## src/hw/rtl/eira_pkg.sv

```systemverilog
// ----------------------------------------------------------------------------
// eira_pkg
// Shared types and codes for the exact integer and rational ALU.
// ----------------------------------------------------------------------------
package eira_pkg;

    localparam int DATA_W = 64;

    localparam logic [2:0] OP_ADD = 3'd0;
    localparam logic [2:0] OP_SUB = 3'd1;
    localparam logic [2:0] OP_MUL = 3'd2;
    localparam logic [2:0] OP_DIV = 3'd3;
    localparam logic [2:0] OP_LT  = 3'd4;

    localparam logic [1:0] STAT_OK    = 2'd0;
    localparam logic [1:0] STAT_DIVZ  = 2'd1;
    localparam logic [1:0] STAT_UNSUP = 2'd2;

    localparam logic KIND_INT = 1'b0;
    localparam logic KIND_RAT = 1'b1;

    typedef struct packed {
        logic [2:0]               req_type;
        logic                     left_kind;
        logic signed [DATA_W-1:0] left_value;
        logic signed [DATA_W-1:0] left_den;
        logic                     right_kind;
        logic signed [DATA_W-1:0] right_value;
        logic signed [DATA_W-1:0] right_den;
    } eira_req_t;

    typedef struct packed {
        logic [1:0]               status;
        logic                     result_kind;
        logic signed [DATA_W-1:0] result_value;
        logic signed [DATA_W-1:0] result_den;
        logic                     is_less;
    } eira_rsp_t;

    typedef enum logic [1:0] {
        UOP_MUL,
        UOP_DIV,
        UOP_GCD
    } eira_uop_t;

    typedef struct packed {
        logic      start;
        eira_uop_t op;
    } eira_cmd_t;

    typedef enum logic [2:0] {
        ST_IDLE,
        ST_MUL,
        ST_DIV,
        ST_GCD,
        ST_DIVN,
        ST_DIVD,
        ST_FIN
    } eira_state_t;

endpackage

```

## src/hw/rtl/exact_int_rational_alu.sv

```systemverilog
// ----------------------------------------------------------------------------
// exact_int_rational_alu
// Exact integer and rational arithmetic with gcd reduction.
// ----------------------------------------------------------------------------
// Add, subtract, less-than and every error case are settled when the
// request is taken and pass through the finish state into the output
// register. Integer multiply, divide and mixed multiply run on one shared
// unit: a VALUE_WIDTH-step multiply or divide, then for a divide with a
// remainder or a mixed multiply a binary gcd and two VALUE_WIDTH-step
// reducing divides. Requests are stalled while one is in work; a finished
// response waits in an output register.
module exact_int_rational_alu
    import eira_pkg::*;
#(
    parameter int VALUE_WIDTH = 64
)
(
    input  logic      clk,
    input  logic      rst_n,
    input  logic      req_valid,
    output logic      req_stall,
    input  eira_req_t req,
    output logic      rsp_valid,
    input  logic      rsp_stall,
    output eira_rsp_t rsp
);

    localparam int W = VALUE_WIDTH;

    function automatic logic [W-1:0] mag(input logic [W-1:0] v);
        return v[W-1] ? (W)'(-v) : v;
    endfunction

    function automatic logic [W-1:0] apply_sign(input logic [W-1:0] q, input logic neg);
        return neg ? (W)'(-q) : q;
    endfunction

    eira_state_t  state_reg, state_next;
    logic         rsp_valid_reg, rsp_valid_next;
    eira_rsp_t    rsp_reg, rsp_next;
    logic         mix_reg, mix_next;
    logic [W-1:0] n_reg, n_next;
    logic [W-1:0] d_reg, d_next;
    logic [W-1:0] g_reg, g_next;
    logic [1:0]   st_reg, st_next;
    logic         kind_reg, kind_next;
    logic [W-1:0] val_reg, val_next;
    logic [W-1:0] den_reg, den_next;
    logic         less_reg, less_next;

    eira_cmd_t    cmd;
    logic [W-1:0] ua, ub;
    logic         u_done;
    logic [W-1:0] u_quo, u_acc;

    logic [W-1:0] lv, ld, rv, rd, den_sel, dq;
    logic         lrat, rrat, both_int;

    eira_unit #(.W(W)) u_unit (
        .clk   (clk),
        .rst_n (rst_n),
        .cmd   (cmd),
        .a     (ua),
        .b     (ub),
        .done  (u_done),
        .quo   (u_quo),
        .acc   (u_acc)
    );

    assign lv       = req.left_value[W-1:0];
    assign ld       = req.left_den[W-1:0];
    assign rv       = req.right_value[W-1:0];
    assign rd       = req.right_den[W-1:0];
    assign lrat     = req.left_kind;
    assign rrat     = req.right_kind;
    assign both_int = !lrat && !rrat;
    assign den_sel  = lrat ? ld : rd;
    assign dq       = apply_sign(u_quo, d_reg[W-1]);

    always_comb
    begin
        state_next     = state_reg;
        rsp_valid_next = rsp_valid_reg;
        rsp_next       = rsp_reg;
        mix_next       = mix_reg;
        n_next         = n_reg;
        d_next         = d_reg;
        g_next         = g_reg;
        st_next        = st_reg;
        kind_next      = kind_reg;
        val_next       = val_reg;
        den_next       = den_reg;
        less_next      = less_reg;
        cmd.start      = 1'b0;
        cmd.op         = UOP_MUL;
        ua             = '0;
        ub             = '0;

        if (rsp_valid_reg && !rsp_stall)
        begin
            rsp_valid_next = 1'b0;
        end

        case (state_reg)
            ST_IDLE:
            begin
                if (req_valid)
                begin
                    st_next    = STAT_OK;
                    kind_next  = KIND_INT;
                    val_next   = '0;
                    den_next   = W'(1);
                    less_next  = 1'b0;
                    state_next = ST_FIN;
                    case (req.req_type)
                        OP_ADD, OP_SUB, OP_LT:
                        begin
                            if (!both_int)
                            begin
                                st_next = STAT_UNSUP;
                            end
                            else if (req.req_type == OP_ADD)
                            begin
                                val_next = lv + rv;
                            end
                            else if (req.req_type == OP_SUB)
                            begin
                                val_next = lv - rv;
                            end
                            else
                            begin
                                less_next = $signed(lv) < $signed(rv);
                            end
                        end
                        OP_DIV:
                        begin
                            if (!both_int)
                            begin
                                st_next = STAT_UNSUP;
                            end
                            else if (rv == '0)
                            begin
                                st_next = STAT_DIVZ;
                            end
                            else
                            begin
                                n_next     = lv;
                                d_next     = rv;
                                cmd.start  = 1'b1;
                                cmd.op     = UOP_DIV;
                                ua         = mag(lv);
                                ub         = mag(rv);
                                state_next = ST_DIV;
                            end
                        end
                        OP_MUL:
                        begin
                            if (lrat && rrat)
                            begin
                                st_next = STAT_UNSUP;
                            end
                            else if (!both_int && den_sel == '0)
                            begin
                                st_next = STAT_DIVZ;
                            end
                            else
                            begin
                                mix_next   = !both_int;
                                d_next     = den_sel;
                                cmd.start  = 1'b1;
                                cmd.op     = UOP_MUL;
                                ua         = lv;
                                ub         = rv;
                                state_next = ST_MUL;
                            end
                        end
                        default:
                        begin
                            st_next = STAT_UNSUP;
                        end
                    endcase
                end
            end
            ST_MUL:
            begin
                if (u_done)
                begin
                    if (!mix_reg)
                    begin
                        val_next   = u_acc;
                        state_next = ST_FIN;
                    end
                    else
                    begin
                        n_next     = u_acc;
                        cmd.start  = 1'b1;
                        cmd.op     = UOP_GCD;
                        ua         = mag(u_acc);
                        ub         = mag(d_reg);
                        state_next = ST_GCD;
                    end
                end
            end
            ST_DIV:
            begin
                if (u_done)
                begin
                    if (u_acc == '0)
                    begin
                        val_next   = apply_sign(u_quo, n_reg[W-1] ^ d_reg[W-1]);
                        state_next = ST_FIN;
                    end
                    else
                    begin
                        cmd.start  = 1'b1;
                        cmd.op     = UOP_GCD;
                        ua         = mag(n_reg);
                        ub         = mag(d_reg);
                        state_next = ST_GCD;
                    end
                end
            end
            ST_GCD:
            begin
                if (u_done)
                begin
                    g_next     = u_acc;
                    cmd.start  = 1'b1;
                    cmd.op     = UOP_DIV;
                    ua         = mag(n_reg);
                    ub         = u_acc;
                    state_next = ST_DIVN;
                end
            end
            ST_DIVN:
            begin
                if (u_done)
                begin
                    n_next     = apply_sign(u_quo, n_reg[W-1]);
                    cmd.start  = 1'b1;
                    cmd.op     = UOP_DIV;
                    ua         = mag(d_reg);
                    ub         = g_reg;
                    state_next = ST_DIVD;
                end
            end
            ST_DIVD:
            begin
                if (u_done)
                begin
                    val_next   = n_reg;
                    den_next   = dq;
                    kind_next  = (dq == W'(1)) ? KIND_INT : KIND_RAT;
                    state_next = ST_FIN;
                end
            end
            ST_FIN:
            begin
                if (!rsp_valid_reg || !rsp_stall)
                begin
                    rsp_next.status       = st_reg;
                    rsp_next.result_kind  = kind_reg;
                    rsp_next.result_value = DATA_W'($signed(val_reg));
                    rsp_next.result_den   = DATA_W'($signed(den_reg));
                    rsp_next.is_less      = less_reg;
                    rsp_valid_next        = 1'b1;
                    state_next            = ST_IDLE;
                end
            end
            default:
            begin
                state_next = ST_IDLE;
            end
        endcase
    end

    always_ff @(posedge clk or negedge rst_n)
    begin
        if (!rst_n)
        begin
            state_reg     <= ST_IDLE;
            rsp_valid_reg <= 1'b0;
        end
        else
        begin
            state_reg     <= state_next;
            rsp_valid_reg <= rsp_valid_next;
        end
    end

    always_ff @(posedge clk)
    begin
        rsp_reg  <= rsp_next;
        mix_reg  <= mix_next;
        n_reg    <= n_next;
        d_reg    <= d_next;
        g_reg    <= g_next;
        st_reg   <= st_next;
        kind_reg <= kind_next;
        val_reg  <= val_next;
        den_reg  <= den_next;
        less_reg <= less_next;
    end

    assign req_stall = (state_reg != ST_IDLE);
    assign rsp_valid = rsp_valid_reg;
    assign rsp       = rsp_reg;

    a_rsp_from_fin: assert property (@(posedge clk) disable iff (!rst_n)
        $rose(rsp_valid_reg) |-> $past(state_reg) == ST_FIN)
        else $error("response raised outside finish state");

    a_done_when_busy: assert property (@(posedge clk) disable iff (!rst_n)
        u_done |-> (state_reg == ST_MUL || state_reg == ST_DIV || state_reg == ST_GCD ||
                    state_reg == ST_DIVN || state_reg == ST_DIVD))
        else $error("unit completion with no operation pending");

    a_err_clean: assert property (@(posedge clk) disable iff (!rst_n)
        rsp_valid_reg && rsp_reg.status != STAT_OK |->
            rsp_reg.result_value == '0 && rsp_reg.result_den == DATA_W'(1))
        else $error("error response carries a value");

endmodule

```

## src/hw/rtl/eira_unit.sv

```systemverilog
// ----------------------------------------------------------------------------
// eira_unit
// Shared iterative unit: shift-add multiply, restoring divide and binary gcd
// over one adder/subtractor, one step per cycle.
// ----------------------------------------------------------------------------
module eira_unit
    import eira_pkg::*;
#(
    parameter int W = 64
)
(
    input  logic         clk,
    input  logic         rst_n,
    input  eira_cmd_t    cmd,
    input  logic [W-1:0] a,
    input  logic [W-1:0] b,
    output logic         done,
    output logic [W-1:0] quo,
    output logic [W-1:0] acc
);

    localparam int CW = $clog2(W + 1);

    logic          busy_reg, busy_next;
    logic          done_reg, done_next;
    eira_uop_t     op_reg, op_next;
    logic [W-1:0]  acc_reg, acc_next;
    logic [W-1:0]  x_reg, x_next;
    logic [W-1:0]  y_reg, y_next;
    logic [CW-1:0] cnt_reg, cnt_next;
    logic [CW-1:0] k_reg, k_next;

    logic [W:0]    t;
    logic [W:0]    au_a, au_b;
    logic          au_sub;
    logic [W+1:0]  au_sum;
    logic          ge;

    always_comb
    begin
        t = {acc_reg, x_reg[W-1]};
        case (op_reg)
            UOP_MUL:
            begin
                au_a   = {1'b0, acc_reg};
                au_b   = {1'b0, x_reg};
                au_sub = 1'b0;
            end
            UOP_DIV:
            begin
                au_a   = t;
                au_b   = {1'b0, y_reg};
                au_sub = 1'b1;
            end
            default:
            begin
                au_a   = {1'b0, acc_reg};
                au_b   = {1'b0, y_reg};
                au_sub = 1'b1;
            end
        endcase
        au_sum = {1'b0, au_a} + {1'b0, (au_sub ? ~au_b : au_b)} + (W+2)'(au_sub);
        ge     = au_sum[W+1];
    end

    always_comb
    begin
        busy_next = busy_reg;
        done_next = 1'b0;
        op_next   = op_reg;
        acc_next  = acc_reg;
        x_next    = x_reg;
        y_next    = y_reg;
        cnt_next  = cnt_reg;
        k_next    = k_reg;
        if (cmd.start)
        begin
            busy_next = 1'b1;
            op_next   = cmd.op;
            cnt_next  = CW'(W);
            k_next    = '0;
            acc_next  = (cmd.op == UOP_GCD) ? a : '0;
            x_next    = a;
            y_next    = b;
        end
        else if (busy_reg)
        begin
            case (op_reg)
                UOP_MUL:
                begin
                    if (y_reg[0])
                    begin
                        acc_next = au_sum[W-1:0];
                    end
                    x_next   = x_reg << 1;
                    y_next   = y_reg >> 1;
                    cnt_next = cnt_reg - 1'b1;
                    if (cnt_reg == CW'(1))
                    begin
                        busy_next = 1'b0;
                        done_next = 1'b1;
                    end
                end
                UOP_DIV:
                begin
                    acc_next = ge ? au_sum[W-1:0] : t[W-1:0];
                    x_next   = {x_reg[W-2:0], ge};
                    cnt_next = cnt_reg - 1'b1;
                    if (cnt_reg == CW'(1))
                    begin
                        busy_next = 1'b0;
                        done_next = 1'b1;
                    end
                end
                default:
                begin
                    if (acc_reg == '0 || y_reg == '0)
                    begin
                        acc_next  = ((acc_reg == '0) ? y_reg : acc_reg) << k_reg;
                        busy_next = 1'b0;
                        done_next = 1'b1;
                    end
                    else if (!acc_reg[0] && !y_reg[0])
                    begin
                        acc_next = acc_reg >> 1;
                        y_next   = y_reg >> 1;
                        k_next   = k_reg + 1'b1;
                    end
                    else if (!acc_reg[0])
                    begin
                        acc_next = acc_reg >> 1;
                    end
                    else if (!y_reg[0])
                    begin
                        y_next = y_reg >> 1;
                    end
                    else if (ge)
                    begin
                        acc_next = au_sum[W-1:0];
                    end
                    else
                    begin
                        acc_next = y_reg;
                        y_next   = acc_reg;
                    end
                end
            endcase
        end
    end

    always_ff @(posedge clk or negedge rst_n)
    begin
        if (!rst_n)
        begin
            busy_reg <= 1'b0;
            done_reg <= 1'b0;
            op_reg   <= UOP_MUL;
            cnt_reg  <= '0;
            k_reg    <= '0;
        end
        else
        begin
            busy_reg <= busy_next;
            done_reg <= done_next;
            op_reg   <= op_next;
            cnt_reg  <= cnt_next;
            k_reg    <= k_next;
        end
    end

    always_ff @(posedge clk)
    begin
        acc_reg <= acc_next;
        x_reg   <= x_next;
        y_reg   <= y_next;
    end

    assign done = done_reg;
    assign quo  = x_reg;
    assign acc  = acc_reg;

endmodule
```

## config.mk

```make
export PLATFORM = sky130hd
export DESIGN_NAME = exact_int_rational_alu
export DESIGN_NICKNAME = d
export VERILOG_FILES = /design/src/hw/rtl/eira_pkg.sv /design/src/hw/rtl/exact_int_rational_alu.sv /design/src/hw/rtl/eira_unit.sv
export SDC_FILE = /design/constraint.sdc
export NUM_CORES = 2
export LEC_CHECK = 0
export CORE_UTILIZATION = 39
export CTS_CLUSTER_SIZE = 12
export DETAILED_ROUTE_END_ITERATION = 7
export DONT_BUFFER_PORTS = 1
export GPL_TIMING_DRIVEN = 1
export SLEW_MARGIN = 15
export SYNTH_ARGS = -nofsm -noshare
export SYNTH_HDL_FRONTEND = slang
export SYNTH_SLANG_ARGS = --single-unit
```

## constraint.sdc

```tcl
create_clock -name clk -period 11.9 [get_ports clk]
set_input_delay 1.19 -clock clk [delete_from_list [all_inputs] [get_ports clk]]
set_output_delay 1.19 -clock clk [all_outputs]
set_load 0.02 [all_outputs]
```

* Word level (Yosys, flattened, before mapping)
Index checks and enable logic that the tools add are counted.
Storage, ports and cells: register bits after elaboration 671, latch bits 0, memory bits (writable) 0, ROM bits 0, input bits 265, output and inout port bits 134, logic and storage cells 282, memories kept 0
Cells by class: $add $sub $neg 12, multipliers 0, divide/modulo/power cells 0, order comparisons 1, equal/unequal tests 38, shifts and indexed selects 1, muxes and demuxes 147, bitwise gates (word level) 6, reductions and logical operators 51
Operators with widths (count):
- $mux W64 | 75
- $pmux W64 S2 | 7
- $pmux W64 S5 | 2
- $neg A64 Y64 | 6
- $logic_not A64 Y1 | 4
- $pmux W64 S4 | 1
- $pmux W64 S3 | 1
- $mux W65 | 2
- $mux W3 | 23
- $add A65 B65 Y66 | 1
- $add A66 B1 Y66 | 1
- $not A64 Y65 | 1
- $add A64 B64 Y64 | 1
- $eq A64 B1 Y1 const B | 1
- $lt A64 B64 Y1 | 1
- $shl A64 B7 Y64 | 1
- $sub A64 B64 Y64 | 1
- $mux W7 | 8
- $ne A2 B2 Y1 const B | 13
- $pmux W3 S7 | 1
- $reduce_and A7 Y1 | 3
- $mux W1 | 19
- $ne A2 B1 Y1 const B | 7
- $eq A3 B2 Y1 const B | 4
- other kinds (34) | 72

* Longest topological paths before layout
word-level depth 14, depth in mapped cells 24, mapped depth without buffers 17

* By module
Synthesis repeated with hierarchy kept, for this count alone.
Unflattened totals: cells, all modules 7933, area total of the unflattened synthesis 64878.5 um2
Modules (own cells, without submodules):
- exact_int_rational_alu | instances 1, cells an instance 5327, area each 42946.2 um2, seq. area each 13823.3 um2
- eira_unit | instances 1, cells an instance 2606, area each 21932.3 um2, seq. area each 6216.0 um2

* Worst setup path after synthesis
Ideal clock, no wire load.
path kind reg-to-reg, from register state_reg[2], to register rsp_reg (netlist bit rsp[0]), enable pin, library setup time 0.812 ns, arrival 11.138 ns, slack -0.051 ns, stages on the path, launching flop included 6, buffers on the path 3, clock period less this slack 11.951 ns, cells stage by stage dfrtp_1 clkbuf_1 clkbuf_1 buf_1 nand2_1 nor3b_1
Between the ends: cells in the longest elaborated chain, start to end 2
RTL lines:
- from (decl) | line exact_int_rational_alu.sv:38 | eira_state_t state_reg, state_next;
- from (signal assigned) | line exact_int_rational_alu.sv:286 | state_reg <= state_next;
- $eq A3 B3 Y1 | line exact_int_rational_alu.sv:104 | case (state_reg)
- $reduce_and A2 Y1 (no line)
- to (signal assigned) | line exact_int_rational_alu.sv:293 | rsp_reg <= rsp_next;
- to (decl) | line exact_int_rational_alu.sv:40 | eira_rsp_t rsp_reg, rsp_next;
No other way between the ends. A chain may end at the register's enable or synchronous reset.

* Worst setup path after layout
from register u_unit.op_reg[1], to register u_unit.acc_reg[9], in the netlist u_unit.acc[9], data pin
Between the ends: cells in the longest elaborated chain, start to end 14, elaborated cells between the ends (all ways) 19
RTL lines:
- from (decl) | line eira_unit.sv:26 | eira_uop_t op_reg, op_next;
- from (signal assigned) | line eira_unit.sv:165 | op_reg <= op_next;
- $logic_not A2 Y1 | line eira_unit.sv:42, eira_unit.sv:88
- $mux W64 | line eira_unit.sv:42 | case (op_reg)
- $not A64 Y65 | line eira_unit.sv:62 | au_sum = {1'b0, au_a} + {1'b0, (au_sub ? ~au_b : au_b)} + (W+2)'(au_sub);
- $mux W65 | line eira_unit.sv:62
- $add A65 B65 Y66 | line eira_unit.sv:62
- $add A66 B1 Y66 | line eira_unit.sv:62
- $mux W64 | line eira_unit.sv:137 | else if (ge)
- $mux W64 | line eira_unit.sv:133 | else if (!y_reg[0])
- $mux W64 | line eira_unit.sv:129 | else if (!acc_reg[0])
- $mux W64 | line eira_unit.sv:123 | else if (!acc_reg[0] && !y_reg[0])
- $mux W64 | line eira_unit.sv:117 | if (acc_reg == '0 || y_reg == '0)
- $pmux W64 S2 * | line eira_unit.sv:88 | case (op_reg)
- $mux W64 * | line eira_unit.sv:86 | else if (busy_reg)
- $mux W64 * | line eira_unit.sv:76 | if (cmd.start)
- net u_unit.acc_next[9] | line eira_unit.sv:27 | logic [W-1:0] acc_reg, acc_next;
- to (signal assigned) | line eira_unit.sv:173 | acc_reg <= acc_next;
- to (decl) | line eira_unit.sv:27
The timed path passes the listed nets; every way through them passes the cells marked *. The select of a mux whose other input is x is not followed.

==> results.sh <==
export IMPL_ys_dominant_reg_cell="edfxtp_1"
export IMPL_cts_setup_buffers=0
export IMPL_synth_seq_cells=671
export IMPL_finalPower_uw=14600
export IMPL_fmax_mhz=129
export IMPL_max_cap_viol_count=0
export IMPL_worst_slack_ps=4150
export IMPL_cp_end_kind="register"
export IMPL_ff2ff_path_depth=19
export IMPL_cts_buffer_depth=3
export IMPL_die_h_um=401
export IMPL_coreArea_um2=157000
export IMPL_fill_cells=15761
export IMPL_grt_pass1_vias=61788
export IMPL_cts_buffers_inserted=81
export IMPL_dr_pass1_iters=8
export IMPL_synth_yosys_seq_area_share=0.323
export IMPL_crit_type="register to register"
export IMPL_nets=7817
export IMPL_drc=22
export IMPL_place_congestion=1.18
export IMPL_cp_arrival_ps=8220
export IMPL_startpoint="u_unit.op_reg[1]$_DFFE_PN0N_"
export IMPL_hpwlAfterDp_mm=296
export IMPL_fp_dieArea_um2=161000
export IMPL_p_clk_frac=0.173
export IMPL_drive_above_1_share=0.0694
export IMPL_start_util=0.395
export IMPL_place_worst_setup_slack_ps=4470
export IMPL_port_buffers=0
export IMPL_synth_edff_count=649
export IMPL_syn_area_per_cell_um2=8.08
export IMPL_grt_pass1_wl_mm=520
export IMPL_grt_antenna_before_repair=25
export IMPL_multi_input_comb_area_um2=39100
export IMPL_rr_startpoint="u_unit.op_reg[1]$_DFFE_PN0N_"
export IMPL_violations="design-rule violations"
export IMPL_sequentialPowerShare=0.262
export IMPL_root_buffer="clkbuf_16"
export IMPL_postPlaceCellArea_um2=64200
export IMPL_wl_per_cell_um=40.8
export IMPL_viasPerCell=7.30
export IMPL_status="complete, but fails checks"
export IMPL_combPwrFrac=0.565
export IMPL_fin_area_um2=66800
export IMPL_grt_use_total=0.461
export IMPL_syn2layout_area_growth_pct=7.76
export IMPL_synth_warnings=0
export IMPL_clock_skew_ps=49.7
export IMPL_finalHoldViolCount=0
export IMPL_regArea_um2=20000
export IMPL_cts_num_sinks=671
export IMPL_clk_latency_ps=740
export IMPL_rsz0062_at_grt="false"
export IMPL_r2r_end="u_unit.acc[9]$_DFFE_PP_"
export IMPL_cts_resized=0
export IMPL_htreeDepth=3
export IMPL_setup_viol=0
export IMPL_drt_iter0_markers=12806
export IMPL_fin_setup_tns_ps=0
export IMPL_tightestPinTransition_ps=1420
export IMPL_largest_reg_flops=132
export IMPL_worstHoldPathType="primary input to async pin"
export IMPL_fin_crit_ps=7750
export IMPL_fin_crit_sh=0.651
export IMPL_p_sw_uw=7480
export IMPL_power_density_nw_per_um2=218
export IMPL_antenna_left=0
export IMPL_syn_nets=8140
export IMPL_synth_cell_types=96
export IMPL_grt_overflow_total=0
export IMPL_finalMaxSlewViolations=0
export IMPL_die_x_um=401
export IMPL_postCtsHoldBufs=0
export IMPL_grt_max_degree=108
export IMPL_num_io_pins=399
export IMPL_wl_mm=386
export IMPL_async_reset_ff_frac=0.0328
export IMPL_crit_path_max_fanout=69
export IMPL_syn_cell_area_um2=62000
export IMPL_rrSetupSlack_ps=4150
export IMPL_peakVddDrop_v=0.000159
export IMPL_cts_tree="done"
export IMPL_internal_power_uw=7070
export IMPL_slew_headroom=0.0463
export IMPL_rows=145
export IMPL_required_ps=12370
export IMPL_syn_inst=7671
export IMPL_power_leakage_uw=0.0243
export IMPL_start_kind="register"
export IMPL_clk_pin_slew_worst_paths_ps=70
export IMPL_p_sw_frac=0.514
export IMPL_via_count=69140
## area by class of cell
| class | count | share of cell area |
|---|---|---|
| Sequential cell | 671 | 0.300 |
| Tap cell | 2058 | 0.0385 |
| Clock buffer | 91 | 0.0309 |
| Clock inverter | 46 | 0.00697 |
| Multi-Input combinational cell | 6174 | 0.586 |
| Antenna cell | 13 | 0.000487 |
| Timing Repair Buffer | 236 | 0.0267 |
| Inverter | 184 | 0.0104 |
## synthesized netlist by cell type, types with 71 or more instances
cell	n	area (um2)
clkbuf_1	547	2050
nor3_1	199	996
a21o_1	87	653
nor4_1	105	657
o22ai_1	83	519
mux2i_1	339	3390
nand4_1	71	444
ha_1	201	2510
edfxtp_1	649	19500
xor2_1	266	2330
or3_1	100	626
buf_1	82	308
nor2_1	664	2490
nand2_1	1146	4300
a22oi_1	146	1100
inv_1	179	672
a211oi_1	75	563
xnor2_1	251	2200
o21ai_0	536	2680
o221ai_1	100	876
a31oi_1	98	613
o31ai_1	120	901
nand3_1	111	556
a21oi_1	626	3130
## how the worst max path moves through the flow
stage               cells after the start  slack [ps]                        to
global route                           19        3950   u_unit.acc[9]$_DFFE_PP_
global placement                       20        4490   u_unit.acc[9]$_DFFE_PP_
floorplan                              13        3050   u_unit.quo[0]$_DFFE_PP_
finish                                 19        4150   u_unit.acc[9]$_DFFE_PP_
CTS                                    19        4450   u_unit.acc[9]$_DFFE_PP_
detailed placement                     20        4470  u_unit.acc[26]$_DFFE_PP_
## cells by family (layout without fill, tap and decap cells)
| family | Yosys count | after routing | share of synthesized area |
|---|---|---|---|
| xor+xnor | 518 | 518 | 0.0733 |
| compound gates | 2348 | 2348 | 0.245 |
| simple gates | 2716 | 2716 | 0.198 |
| fa+ha+maj | 204 | 204 | 0.0415 |
| mux | 388 | 388 | 0.0676 |
| flops | 671 | 671 | 0.323 |
| other cells | 0 | 13 | 0 |
| buf+inv | 826 | 557 | 0.0507 |
## layer usage
layer | vias up | wire length [um] | track usage
li1 | 27881 | - | -
met1 | 33458 | 144000 | 0.587
met2 | 6263 | 148000 | 0.620
met3 | 1516 | 57800 | 0.183
met4 | 22 | 36300 | 0.345
met5 | - | 204 | 0
## per-stage QoR
step	hold slack, ps	util	std cells
final	147	0.426	9473
after global routing	145	0.426	9460
after CTS	125	0.425	9459
after detailed placement	405	0.409	9322
after global placement	403	0.409	9321
after floorplan	400	-	7671
## power by group through the flow
stage | logic, uW | registers (uW) | clock network (uW)
2_1_floorplan | 4910 | 3610 | 0
3_3_place_gp | 7640 | 3830 | 0
3_5_place_dp | 7670 | 3830 | 0
4_1_cts | 7710 | 3780 | 2520
5_1_grt | 8400 | 3820 | 2600
6_report | 8220 | 3810 | 2520
## cell usage in the layout, fill, tap and decap left out, types with 41 or more instances in the layout
master,instances
a211oi_1,72
a21o_1,87
a21oi_1,622
a221oi_1,50
a22oi_1,146
a31oi_1,98
a41oi_1,52
and3_1,50
buf_4,235
clkbuf_16,81
edfxtp_1,649
ha_1,201
inv_1,178
mux2i_1,339
nand2_1,1137
nand2b_1,55
nand3_1,109
nand4_1,71
nor2_1,654
nor3_1,193
nor4_1,102
o211ai_1,41
o21ai_0,531
o21bai_1,48
o221ai_1,100
o22ai_1,83
o31ai_1,119
o41ai_1,41
or3_1,100
or4_1,48
xnor2_1,250
xor2_1,265
## worst max-delay path: stages (launching register included)
cell	delay [ps]
dfrtp_1	320
buf_4	520
or2_4	750
buf_4	680
a21oi_1	160
ha_1	410
a21oi_1	230
o2111ai_1	140
a221oi_1	230
o32ai_1	130
a21oi_1	630
nor2_1	130
o2bb2ai_1	490
o31a_1	220
buf_4	460
nand2_1	660
buf_4	500
mux2_2	340
a222oi_1	290
nand2_1	80
(Power assumes the default switching activity.)
